File: src/rtl/ttoi_pkg.sv
package ttoi_pkg;

   localparam int CHAR_W  = 8;
   localparam int BASE_W  = 6;
   localparam int VALUE_W = 64;
   localparam int DIGIT_W = 6;

   // radix limits and the prefix radixes
   localparam logic [BASE_W-1:0] BASE_DETECT = 6'd0;
   localparam logic [BASE_W-1:0] BASE_MIN    = 6'd2;
   localparam logic [BASE_W-1:0] BASE_OCT    = 6'd8;
   localparam logic [BASE_W-1:0] BASE_DEC    = 6'd10;
   localparam logic [BASE_W-1:0] BASE_HEX    = 6'd16;
   localparam logic [BASE_W-1:0] BASE_MAX    = 6'd36;

   // result status codes
   localparam logic STATUS_OK       = 1'b0;
   localparam logic STATUS_BAD_BASE = 1'b1;

   typedef struct packed {
      logic signed [VALUE_W-1:0] value;
      logic                      status;
   } rsp_type;

endpackage

File: src/rtl/ttoi_in_reg.sv
module ttoi_in_reg (
   input  logic                           clock,
   input  logic                           reset,
   input  logic                           req_valid,
   output logic                           req_stall,
   input  logic [ttoi_pkg::CHAR_W-1:0]    req_char_code,
   input  logic                           take,
   output logic                           char_valid,
   output logic [ttoi_pkg::CHAR_W-1:0]    char_code
);

   logic                        valid_ff;
   logic                        valid_in;
   logic [ttoi_pkg::CHAR_W-1:0] char_ff;
   logic                        accept;

   // full and not moving on: hold off the sender
   assign req_stall = valid_ff && !take;
   assign accept    = req_valid && !req_stall;
   assign valid_in  = accept || (valid_ff && !take);

   always_ff @(posedge clock) begin
      if (reset) begin
         valid_ff <= 1'b0;
      end else begin
         valid_ff <= valid_in;
      end
   end

   always_ff @(posedge clock) begin
      if (accept) begin
         char_ff <= req_char_code;
      end
   end

   assign char_valid = valid_ff;
   assign char_code  = char_ff;

endmodule

File: src/rtl/ttoi_step.sv
module ttoi_step (
   input  logic                          clock,
   input  logic                          reset,
   input  logic                          take,
   input  logic [ttoi_pkg::CHAR_W-1:0]   char_code,
   input  logic [ttoi_pkg::BASE_W-1:0]   number_base,
   output logic                          emit,
   output ttoi_pkg::rsp_type             rsp_out
);

   typedef enum logic [2:0] {
      PH_SPACE  = 3'd0,
      PH_FIRST  = 3'd1,
      PH_ZERO   = 3'd2,
      PH_DIGITS = 3'd3
   } phase_type;

   localparam logic [7:0] CH_TAB     = 8'h09;
   localparam logic [7:0] CH_CR      = 8'h0d;
   localparam logic [7:0] CH_SPACE   = 8'h20;
   localparam logic [7:0] CH_PLUS    = 8'h2b;
   localparam logic [7:0] CH_MINUS   = 8'h2d;
   localparam logic [7:0] CH_ZERO    = 8'h30;
   localparam logic [7:0] CH_NINE    = 8'h39;
   localparam logic [7:0] CH_UPPER_A = 8'h41;
   localparam logic [7:0] CH_UPPER_X = 8'h58;
   localparam logic [7:0] CH_UPPER_Z = 8'h5a;
   localparam logic [7:0] CH_LOWER_A = 8'h61;
   localparam logic [7:0] CH_LOWER_X = 8'h78;
   localparam logic [7:0] CH_LOWER_Z = 8'h7a;
   localparam logic [7:0] LETTER_OFS = 8'd10;

   phase_type                         phase_ff, phase_in;
   logic [ttoi_pkg::VALUE_W-1:0]      acc_ff, acc_in;
   logic                              neg_ff, neg_in;
   logic [ttoi_pkg::BASE_W-1:0]       base_ff, base_in;

   logic [7:0]                        dig_raw;
   logic [ttoi_pkg::DIGIT_W-1:0]      dig;
   logic                              is_dig;
   logic                              is_blank;
   logic                              base_bad;
   logic                              do_first;
   logic                              do_take;
   logic                              do_finish;
   logic [ttoi_pkg::VALUE_W-1:0]      prod;

   // character class and digit value
   always_comb begin
      dig_raw = 8'd0;
      is_dig  = 1'b0;
      if (char_code >= CH_ZERO && char_code <= CH_NINE) begin
         dig_raw = char_code - CH_ZERO;
         is_dig  = 1'b1;
      end else if (char_code >= CH_LOWER_A && char_code <= CH_LOWER_Z) begin
         dig_raw = char_code - CH_LOWER_A + LETTER_OFS;
         is_dig  = 1'b1;
      end else if (char_code >= CH_UPPER_A && char_code <= CH_UPPER_Z) begin
         dig_raw = char_code - CH_UPPER_A + LETTER_OFS;
         is_dig  = 1'b1;
      end
      dig = dig_raw[ttoi_pkg::DIGIT_W-1:0];
   end

   assign is_blank = (char_code == CH_SPACE) || (char_code >= CH_TAB && char_code <= CH_CR);
   assign base_bad = (number_base == 6'd1) || (number_base > ttoi_pkg::BASE_MAX);

   always_comb begin
      phase_in  = phase_ff;
      acc_in    = acc_ff;
      neg_in    = neg_ff;
      base_in   = base_ff;
      do_first  = 1'b0;
      do_take   = 1'b0;
      do_finish = 1'b0;
      emit      = 1'b0;
      rsp_out   = '0;
      prod      = '0;

      unique case (phase_ff)
         PH_SPACE: begin
            if (base_bad) begin
               emit           = 1'b1;
               rsp_out.status = ttoi_pkg::STATUS_BAD_BASE;
               phase_in       = PH_SPACE;
               acc_in         = '0;
               neg_in         = 1'b0;
               base_in        = '0;
            end else if (!is_blank) begin
               base_in  = number_base;
               phase_in = PH_FIRST;
               if (char_code == CH_MINUS) begin
                  neg_in = 1'b1;
               end else if (char_code != CH_PLUS) begin
                  do_first = 1'b1;
               end
            end
         end
         PH_FIRST: begin
            do_first = 1'b1;
         end
         PH_ZERO: begin
            if (char_code == CH_LOWER_X || char_code == CH_UPPER_X) begin
               base_in  = ttoi_pkg::BASE_HEX;
               phase_in = PH_DIGITS;
            end else begin
               if (base_ff == ttoi_pkg::BASE_DETECT) begin
                  base_in = ttoi_pkg::BASE_OCT;
               end
               do_take = 1'b1;
            end
         end
         PH_DIGITS: begin
            if (base_ff >= ttoi_pkg::BASE_MIN && base_ff <= ttoi_pkg::BASE_MAX) begin
               do_take = 1'b1;
            end else begin
               do_finish = 1'b1;
            end
         end
         default: begin
            do_finish = 1'b1;
         end
      endcase

      // first character after whitespace and sign: zero prefix or a digit
      if (do_first) begin
         if ((base_in == ttoi_pkg::BASE_DETECT || base_in == ttoi_pkg::BASE_HEX)
             && char_code == CH_ZERO) begin
            acc_in   = '0;
            phase_in = PH_ZERO;
         end else begin
            if (base_in == ttoi_pkg::BASE_DETECT) begin
               base_in = ttoi_pkg::BASE_DEC;
            end
            do_take = 1'b1;
         end
      end

      // multiply-add by the radix, or end of number
      if (do_take) begin
         prod = acc_ff * ttoi_pkg::VALUE_W'(base_in);
         if (is_dig && (dig < base_in)) begin
            acc_in   = prod + ttoi_pkg::VALUE_W'(dig);
            phase_in = PH_DIGITS;
         end else begin
            do_finish = 1'b1;
         end
      end

      if (do_finish) begin
         emit           = 1'b1;
         rsp_out.value  = neg_ff ? -$signed(acc_ff) : $signed(acc_ff);
         rsp_out.status = ttoi_pkg::STATUS_OK;
         phase_in       = PH_SPACE;
         acc_in         = '0;
         neg_in         = 1'b0;
         base_in        = '0;
      end
   end

   always_ff @(posedge clock) begin
      if (reset) begin
         phase_ff <= PH_SPACE;
         acc_ff   <= '0;
         neg_ff   <= 1'b0;
         base_ff  <= '0;
      end else if (take) begin
         phase_ff <= phase_in;
         acc_ff   <= acc_in;
         neg_ff   <= neg_in;
         base_ff  <= base_in;
      end
   end

`ifndef SYNTHESIS
   a_restart_after_result : assert property (@(posedge clock) disable iff (reset)
      take && emit |=> phase_ff == PH_SPACE && acc_ff == '0 && !neg_ff)
      else $error("parser not back at start after a result");

   a_digit_radix_valid : assert property (@(posedge clock) disable iff (reset)
      phase_ff == PH_DIGITS |-> base_ff >= ttoi_pkg::BASE_MIN && base_ff <= ttoi_pkg::BASE_MAX)
      else $error("digit phase with no usable radix");

   a_zero_prefix_clear : assert property (@(posedge clock) disable iff (reset)
      phase_ff == PH_ZERO |-> acc_ff == '0)
      else $error("accumulator not clear after zero prefix");

   a_bad_base_zero : assert property (@(posedge clock) disable iff (reset)
      emit && rsp_out.status == ttoi_pkg::STATUS_BAD_BASE |-> rsp_out.value == '0)
      else $error("invalid base result carries a value");
`endif

endmodule

File: src/rtl/ttoi_out_reg.sv
module ttoi_out_reg (
   input  logic                                 clock,
   input  logic                                 reset,
   input  logic                                 load,
   input  ttoi_pkg::rsp_type                    rsp_in,
   input  logic                                 rsp_stall,
   output logic                                 rsp_valid,
   output logic signed [ttoi_pkg::VALUE_W-1:0]  rsp_parsed_value,
   output logic                                 rsp_status
);

   logic              valid_ff;
   logic              valid_in;
   ttoi_pkg::rsp_type data_ff;

   // a new result replaces the held one only once that one is taken
   assign valid_in = load || (valid_ff && rsp_stall);

   always_ff @(posedge clock) begin
      if (reset) begin
         valid_ff <= 1'b0;
      end else begin
         valid_ff <= valid_in;
      end
   end

   always_ff @(posedge clock) begin
      if (load) begin
         data_ff <= rsp_in;
      end
   end

   assign rsp_valid        = valid_ff;
   assign rsp_parsed_value = data_ff.value;
   assign rsp_status       = data_ff.status;

endmodule

File: src/rtl/text_to_integer_parser.sv
// a character transfer lands in the input register; the parse stage parses it from there
//   and, for the ending character of a number, loads the result register
// throughput: one character per cycle unless rsp_stall holds a result; combinational radix multiply-add
// reset (synchronous, active high): parser at start, radix register 0, both channels empty
module text_to_integer_parser (
   input  logic                                 clock,
   input  logic                                 reset,
   // character input
   input  logic                                 req_valid,
   output logic                                 req_stall,
   input  logic [ttoi_pkg::CHAR_W-1:0]          req_char_code,
   // result output
   output logic                                 rsp_valid,
   input  logic                                 rsp_stall,
   output logic signed [ttoi_pkg::VALUE_W-1:0]  rsp_parsed_value,
   output logic                                 rsp_status,
   // radix register write
   input  logic                                 csr_valid,
   output logic                                 csr_ready,
   input  logic [ttoi_pkg::BASE_W-1:0]          csr_number_base
);

   logic [ttoi_pkg::BASE_W-1:0] number_base_ff;
   logic                        char_valid;
   logic [ttoi_pkg::CHAR_W-1:0] char_code;
   logic                        take;
   logic                        emit;
   ttoi_pkg::rsp_type           step_rsp;

   // radix register, always writable; 0 selects prefix detection
   assign csr_ready = 1'b1;

   always_ff @(posedge clock) begin
      if (reset) begin
         number_base_ff <= ttoi_pkg::BASE_DETECT;
      end else if (csr_valid && csr_ready) begin
         number_base_ff <= csr_number_base;
      end
   end

   // input register: holds one character until the parse stage takes it
   ttoi_in_reg u_in_reg (
      .clock         (clock),
      .reset         (reset),
      .req_valid     (req_valid),
      .req_stall     (req_stall),
      .req_char_code (req_char_code),
      .take          (take),
      .char_valid    (char_valid),
      .char_code     (char_code)
   );

   // the parse stage moves whenever it holds a character and the result register is empty or being drained
   assign take = char_valid && (!rsp_valid || !rsp_stall);

   // parse state and the per-character step
   ttoi_step u_step (
      .clock       (clock),
      .reset       (reset),
      .take        (take),
      .char_code   (char_code),
      .number_base (number_base_ff),
      .emit        (emit),
      .rsp_out     (step_rsp)
   );

   // result register: parts the result transfer from the parse stage
   ttoi_out_reg u_out_reg (
      .clock            (clock),
      .reset            (reset),
      .load             (take && emit),
      .rsp_in           (step_rsp),
      .rsp_stall        (rsp_stall),
      .rsp_valid        (rsp_valid),
      .rsp_parsed_value (rsp_parsed_value),
      .rsp_status       (rsp_status)
   );

endmodule
File: config.mk
export PLATFORM = sky130hd
export DESIGN_NAME = text_to_integer_parser
export DESIGN_NICKNAME = d
export VERILOG_FILES = /design/src/rtl/ttoi_pkg.sv /design/src/rtl/ttoi_in_reg.sv /design/src/rtl/ttoi_step.sv /design/src/rtl/ttoi_out_reg.sv /design/src/rtl/text_to_integer_parser.sv
export SDC_FILE = /design/constraint.sdc
export NUM_CORES = 1
export LEC_CHECK = 0
export ABC_AREA = 1
export CORE_MARGIN = 1
export CORE_UTILIZATION = 50
export CTS_CLUSTER_DIAMETER = 80
export DETAILED_ROUTE_END_ITERATION = 10
export DONT_BUFFER_PORTS = 1
export PLACE_DENSITY = 0.75
export SLEW_MARGIN = 20
export SYNTH_ARGS = -nofsm -noshare
export SYNTH_HDL_FRONTEND = slang
export SYNTH_SLANG_ARGS = --single-unit
File: constraint.sdc
create_clock -name clock -period 9.9 [get_ports clock]
set_clock_uncertainty 0.1 [all_clocks]
set_input_delay 0.99 -clock clock [delete_from_list [all_inputs] [get_ports clock]]
set_output_delay 0.99 -clock clock [all_outputs]
set_load 0.02 [all_outputs]
==> results.md, run 1 <==
- Status: complete, no violations
- Slew @ Worst Pin: roughly 1100 ps
- Fmax: approximately 110 MHz
- CTS Root Buffer Type: clkbuf_16
- Lkg Pwr: 10.30 nW
- Critical Path Source Type: flop
- RSZ-0062 raised after global routing: false
- CP top delay family: compound AO/OA/AOI/OAI gates
- Clock Latency Late Sink: around 520 ps
- Dominant synthesized flop cell: dfxtp_1
- TritonCTS clock tree: done
- Placer Congestion: slightly below 1
- First-pass GRT wire length: 99020 um
- Register share of total power: 0.336
- Mean Syn Cell Area: ~7.5 um2
- CTS resizes: 0
- Final setup viols: 0
- Net Switching: 1.144 mW
- Grt total ovfl: 0
- Internal Pwr Total: approximately 1.3 mW
- Area share of the leading cell type in the synthesized netlist: 0.2348
- Detailed placement HPWL: approximately 45000 um
- Arr. time, crit path: 9210 ps
- Max rail drop VDD: about 0.00014 V
- Multi-input gate area: between 10000 and 15000 um2
- Crit-path most repeated cell: nand2_1
- Rel. slew slack: 0.2580
- MaxCap Viol Count: 0
- DR DRC count: 0
- Syn-to-layout area delta: 4.671%
- Ys async rst share: 0
- Sequential fraction of the synthesis area: 0.1874
- Initial core utilization: 0.5115
- Fin crit period: about 9000 ps
- Seq cells post-synth: approximately 160
- Antenna violations before repair: 0
- Synth Instances: roughly 2700
- Yosys top cell by area: fa_1
- Comb power frac: 0.379
- Layout cells sized above 1: 0.03898
- Detail Route Antenna Nets: 0
- Post-layout nets: 3057
- TritonCTS sink count: 155
- Num CTS Buffers: 17
- Final hold slack: roughly 380 ps
- Clk pwr share: 0.285
- DR WL/cell: ~19 um
- Vias in the first global route: 18942
- Setup crit end kind: flop
- Total die area: 41740 um2
- IO buf count: 0
- Critical path required time: around 10000 ps
- Path category of the worst min-delay check: flop to flop
- Post-Syn Nets: 3127
- Die X: 204.3 um
- Setup CP Type: flop to flop
- Yosys warns: 0
- WL final: around 60000 um
- Buf+Inv Stages, Crit Path: 6
- Cts hold-fix bufs: 0
- Drt first-iter violations: between 1000 and 1500
- FF+latch area: 3834 um2
- Power Total: roughly 2.5 mW
- Synth area leaders: fa_1, edfxtp_1, nor2_1
- Via density: 5.797
- # fillers: 3843
- Reg-to-reg slack, setup: 1050 ps
- Fin crit share: 0.8938
- Worst path slowest cell: o21bai_4
- Row count: 73
- Clock slew at reported path FFs: 90 ps
- DR pass1 iterations: 5
- Die Ht: approximately 200 um
- Total GRT Usage: 0.3045
- Largest fanout on the critical path: 34
- Count of cell types in the netlist: 56
- Pin count of the biggest net entering global routing: around 110
- EDFF count, synth: 73
- Core area: between 40000 and 50000 um2
- Post-CTS Setup Inserts: 0
- Via count: roughly 19000
- Ports: just under 90
- Cell Area, Synth: 20460 um2
- Diodes inserted: 0
- Fin Setup TNS: 0 ps
- CP max stage delay: roughly 810 ps
- CTS H-tree lvls: 4
- Max-slew violations: 0
- Sw frac: 0.4619
- PwrDens: 115.7 nW/um2
- Fin. Hold Viols: 0
- Max clock buf depth: 2
## layer usage
metal / track usage / vias up / wire length [um]
met5: 0 / - / 0
met4: 0.1218 / 0 / 2050
met3: 0.06505 / 127 / 5162
met2: 0.4873 / 841 / 27780
met1: 0.4000 / 8944 / 25230
li1: - / 8598 / -
## final timing paths
path                                         from                        endpoint  cells after the start
setup / recovery  u_in_reg.char_code[0]$_DFFE_PP_  u_step.acc_ff[50]$_SDFFE_PP0P_                     34
hold / removal     number_base_ff[0]$_SDFFE_PP0P_  number_base_ff[0]$_SDFFE_PP0P_                      2
setup reg to reg  u_in_reg.char_code[0]$_DFFE_PP_  u_step.acc_ff[50]$_SDFFE_PP0P_                     34
hold reg to reg    number_base_ff[0]$_SDFFE_PP0P_  number_base_ff[0]$_SDFFE_PP0P_                      2
## synthesized netlist by cell type, types with 3 or more instances
cell      instances
nor2_1          548
nand2_1         418
inv_1           340
fa_1            240
a21oi_1         196
o21ai_0         171
ha_1            143
dfxtp_1          82
nand3_1          77
xor2_1           74
edfxtp_1         73
clkbuf_1         64
nor3_1           27
xnor2_1          22
a31oi_1          21
nand4_1          20
o211ai_1         20
buf_1            17
buf_2            16
a22oi_1          15
clkinv_1         12
nand3_2          12
inv_2            11
o21a_1           11
o21ai_1          10
nor4_1            9
a21boi_0          8
a21oi_2           6
nor2_2            6
buf_6             5
a211oi_1          4
nand2_2           4
nand2_4           4
o21bai_1          4
a21o_1            3
buf_4             3
nand3b_1          3
o31ai_1           3
## sequential cells by signal, summed over array words and instances (netlist names)
register and count:
u_out_reg.rsp_parsed_value 64, u_step.acc_ff 64, u_in_reg.char_code 8, number_base_ff 6, u_step.base_ff 6, u_step.phase_ff 3, u_in_reg.char_valid 1, u_out_reg.rsp_status 1
u_out_reg.rsp_valid 1, u_step.neg_ff 1
## through the flow
step | instances | util | cell area [um2] | setup slack, ps
finish | 3193 | 0.5354 | 21420 | 1052
global route | 3193 | 0.5354 | 21420 | 176.8
CTS | 3192 | 0.5349 | 21400 | 1170
detailed placement | 3160 | 0.5199 | 20800 | 1199
global placement | 3160 | 0.5199 | 20800 | 1521
floorplan | 2725 | - | 20460 | 1472
## worst reg2reg max path, delay by kind of cell, from the launching register on
family / cells / cell delay [ps]
compound gates: 9 / 2800
xor+xnor: 1 / 60
fa+ha+maj: 6 / 2610
buf+inv: 6 / 1030
flops: 1 / 450
simple gates: 12 / 1740
## logic make-up after synthesis
group           synth area share
xor+xnor                 0.04109
simple gates              0.2283
flops                     0.1874
buf+inv                  0.08995
fa+ha+maj                 0.3222
other cells            0.0001833
compound gates            0.1309
## power groups by stage
| stage | sequential (mW) | clock [mW] | combinational (mW) |
|---|---|---|---|
| global placement | 0.845 | 0 | 0.900 |
| detailed placement | 0.846 | 0 | 0.915 |
| finish | 0.832 | 0.707 | 0.939 |
| global route | 0.840 | 0.740 | 1.03 |
| CTS | 0.832 | 0.719 | 0.920 |
| floorplan | 0.836 | 0 | 0.649 |
## cells in the final DEF, fill, tap and decap left out, types with 22 or more instances in the layout
cell / instances
edfxtp_1: 73
a21oi_1: 196
xor2_1: 74
fa_1: 240
nand2_1: 418
dfxtp_1: 82
nand3_1: 77
o21ai_0: 170
nor3_1: 27
xnor2_1: 22
nor2_1: 548
inv_1: 338
ha_1: 143
## final cells by class
type | count | share of cell area
repair buffers | 17 | 0.006543
inverters | 363 | 0.06368
clock inverters | 15 | 0.008062
flip-flops and latches | 155 | 0.1790
well taps | 525 | 0.03067
clock buffers | 17 | 0.01986
multi-input cells | 2101 | 0.6922
Power figures use the tool's default switching activity.
==> run 2, diff against run 1 <==
--- a/config.mk
+++ b/config.mk
@@ -11,7 +11,9 @@
 export CTS_CLUSTER_DIAMETER = 80
 export DETAILED_ROUTE_END_ITERATION = 10
 export DONT_BUFFER_PORTS = 1
+export GPL_TIMING_DRIVEN = 0
 export PLACE_DENSITY = 0.75
+export RECOVER_POWER = 25
 export SLEW_MARGIN = 20
 export SYNTH_ARGS = -nofsm -noshare
 export SYNTH_HDL_FRONTEND = slang
==> results.md, run 2 (same netlist as run 1, synthesis figures left out) <==
- Slew @ Worst Pin: between 1000 and 1500 ps
- Commonest cells after routing, fill and taps aside: nor2_1, nand2_1, inv_1
- Placer Congestion: approximately 1
- Post-CTS Setup Inserts: 0
- Cts hold-fix bufs: 0
- Final hold slack: about 380 ps
- R2r endpoint: u_step.acc_ff[63]$_SDFFE_PP0P_
- Fin crit share: 0.9520
- CTS H-tree lvls: 4
- DR WL/cell: between 20 and 25 um
- Crit-path most repeated cell: nand2_1
- Global routing usage on met2: 0.5312
- Max-slew violations: 0
- Pin count of the biggest net entering global routing: 26
- Final setup viols: 0
- Core area: between 40000 and 50000 um2
- Via count: 19396
- Die Ht: between 200 and 250 um
- WL final: 68620 um
- Final Util: 0.5460
- Layout cells sized above 1: 0.04167
- Post-layout nets: 3149
- Worst setup endpoint: u_step.acc_ff[63]$_SDFFE_PP0P_
- DR pass1 iterations: 6
- Path category of the worst min-delay check: flop to flop
- Drt first-iter violations: around 2100
- Final worst slack: approximately 470 ps
- First-pass GRT wire length: around 110000 um
- Power Total: between 2 and 3 mW
- CTS Root Buffer Type: clkbuf_16
- Row count: 73
- Rel. slew slack: 0.1933
- PwrDens: ~120 nW/um2
- Arr. time, crit path: slightly below 10000 ps
- Reg-to-reg slack, setup: ~470 ps
- Lkg Pwr: roughly 10 nW
- Die X: slightly above 200 um
- Detailed placement HPWL: ~54000 um
- Max clock buf depth: 2
- Post-Place Worst Slack: approximately 660 ps
- Antenna violations before repair: 0
- Vias in the first global route: ~19000
- Num CTS Buffers: 17
- Setup CP Type: flop to flop
- Critical Path Source Type: flop
- Fin crit period: around 9400 ps
- Met3 usage: 0.07669
- Total GRT Usage: 0.3443
- CTS resizes: 0
- DR DRC count: 0
- Max rail drop VDD: between 0.00015 and 0.0002 V
- Clock slew at reported path FFs: roughly 80 ps
- CP top delay family: compound AO/OA/AOI/OAI gates
- Ports: just under 90
- Buf+Inv Stages, Crit Path: 7
- Detail Route Antenna Nets: 0
- Clock Latency Late Sink: 520 ps
- Via density: around 6
- Fin. Hold Viols: 0
- Total die area: roughly 42000 um2
- RSZ-0062 raised after global routing: false
- Worst R2R Path Depth: 35
- Status: complete, no violations
- TritonCTS sink count: 155
- Met1 usage: 0.4548
- MaxCap Viol Count: 0
- Grt total ovfl: 0
- Setup crit end kind: flop
- TritonCTS clock tree: done
- Busiest layer in global routing: met2
- IO buf count: 0
- WP depth: 35
- Initial core utilization: 0.5115
- Fin Setup TNS: 0 ps
- R2R Path Start: u_in_reg.char_code[0]$_DFFE_PP_
- Worst path slowest cell: clkbuf_1
- Fmax: about 110 MHz
- CP max stage delay: 770 ps
- Commonest non-fill, non-tap cell in the layout: nor2_1
- Crit path launch: u_in_reg.char_code[0]$_DFFE_PP_
- Syn-to-layout area delta: 6.750%
- Critical path required time: just over 10000 ps
- Largest fanout on the critical path: 10
==> run 2: cell types whose count changed in the layout (fill, tap and decap cells not counted), sizes merged <==
cell and delta:
bufinv +1, buf +28, clkinvlp -2, inv -1
clkbuf +65, clkinv +1, diode +1
==> run 2: final cells by class <==
class	instances	area, um2
tap	525	656.9
fill	3838	18160
timing repair buffer	3	82.58
multi-input combinational	2101	14800
inverter	363	1363
antenna	1	2.502
clock inverter	14	172.7
sequential	155	3834
clock buffer	18	450.4
buffer	106	483.0
==> run 2: worst reg2reg max path: cells and delay by family (launching register included) <==
kind	cells	cell delay, ps
flops	1	450
compound gates	9	2530
fa+ha+maj	6	2320
buf+inv	7	1880
simple gates	13	2020
==> run 2: report_power, final <==
| part | total [mW] | switching (mW) | internal, mW |
|---|---|---|---|
| clock | 0.732 | 0.337 | 0.395 |
| combinational | 1.07 | 0.806 | 0.264 |
| sequential | 0.826 | 0.0857 | 0.740 |
| total | 2.63 | 1.23 | 1.40 |
==> run 2: per-stage QoR <==
stage / std cells / area, um2
floorplan: 2725 / 20460
detailed placement: 3253 / 21220
global placement: 3250 / 21120
finish: 3286 / 21840
global route: 3285 / 21840
CTS: 3285 / 21840
==> run 2: worst min-delay path by stage <==
stage | startpoint | to | slack (ps) | cells after the start
after floorplan | number_base_ff[0]$_SDFFE_PP0P_ | number_base_ff[0]$_SDFFE_PP0P_ | 340 | 2
after global placement | number_base_ff[0]$_SDFFE_PP0P_ | number_base_ff[0]$_SDFFE_PP0P_ | 360 | 2
after detailed placement | number_base_ff[0]$_SDFFE_PP0P_ | number_base_ff[0]$_SDFFE_PP0P_ | 370 | 2
after CTS | number_base_ff[0]$_SDFFE_PP0P_ | number_base_ff[0]$_SDFFE_PP0P_ | 380 | 2
after global routing | number_base_ff[4]$_SDFFE_PP0P_ | number_base_ff[4]$_SDFFE_PP0P_ | 410 | 2
final | number_base_ff[4]$_SDFFE_PP0P_ | number_base_ff[4]$_SDFFE_PP0P_ | 380 | 2
==> run 2: layer usage <==
metal  part of all wire  vias up  wire (um)
met1               0.41     9375      28040
met5                  0        -          0
met4              0.045        0       3101
met3              0.099      166       6770
met2               0.45     1068      30710
li1                   -     8787          -
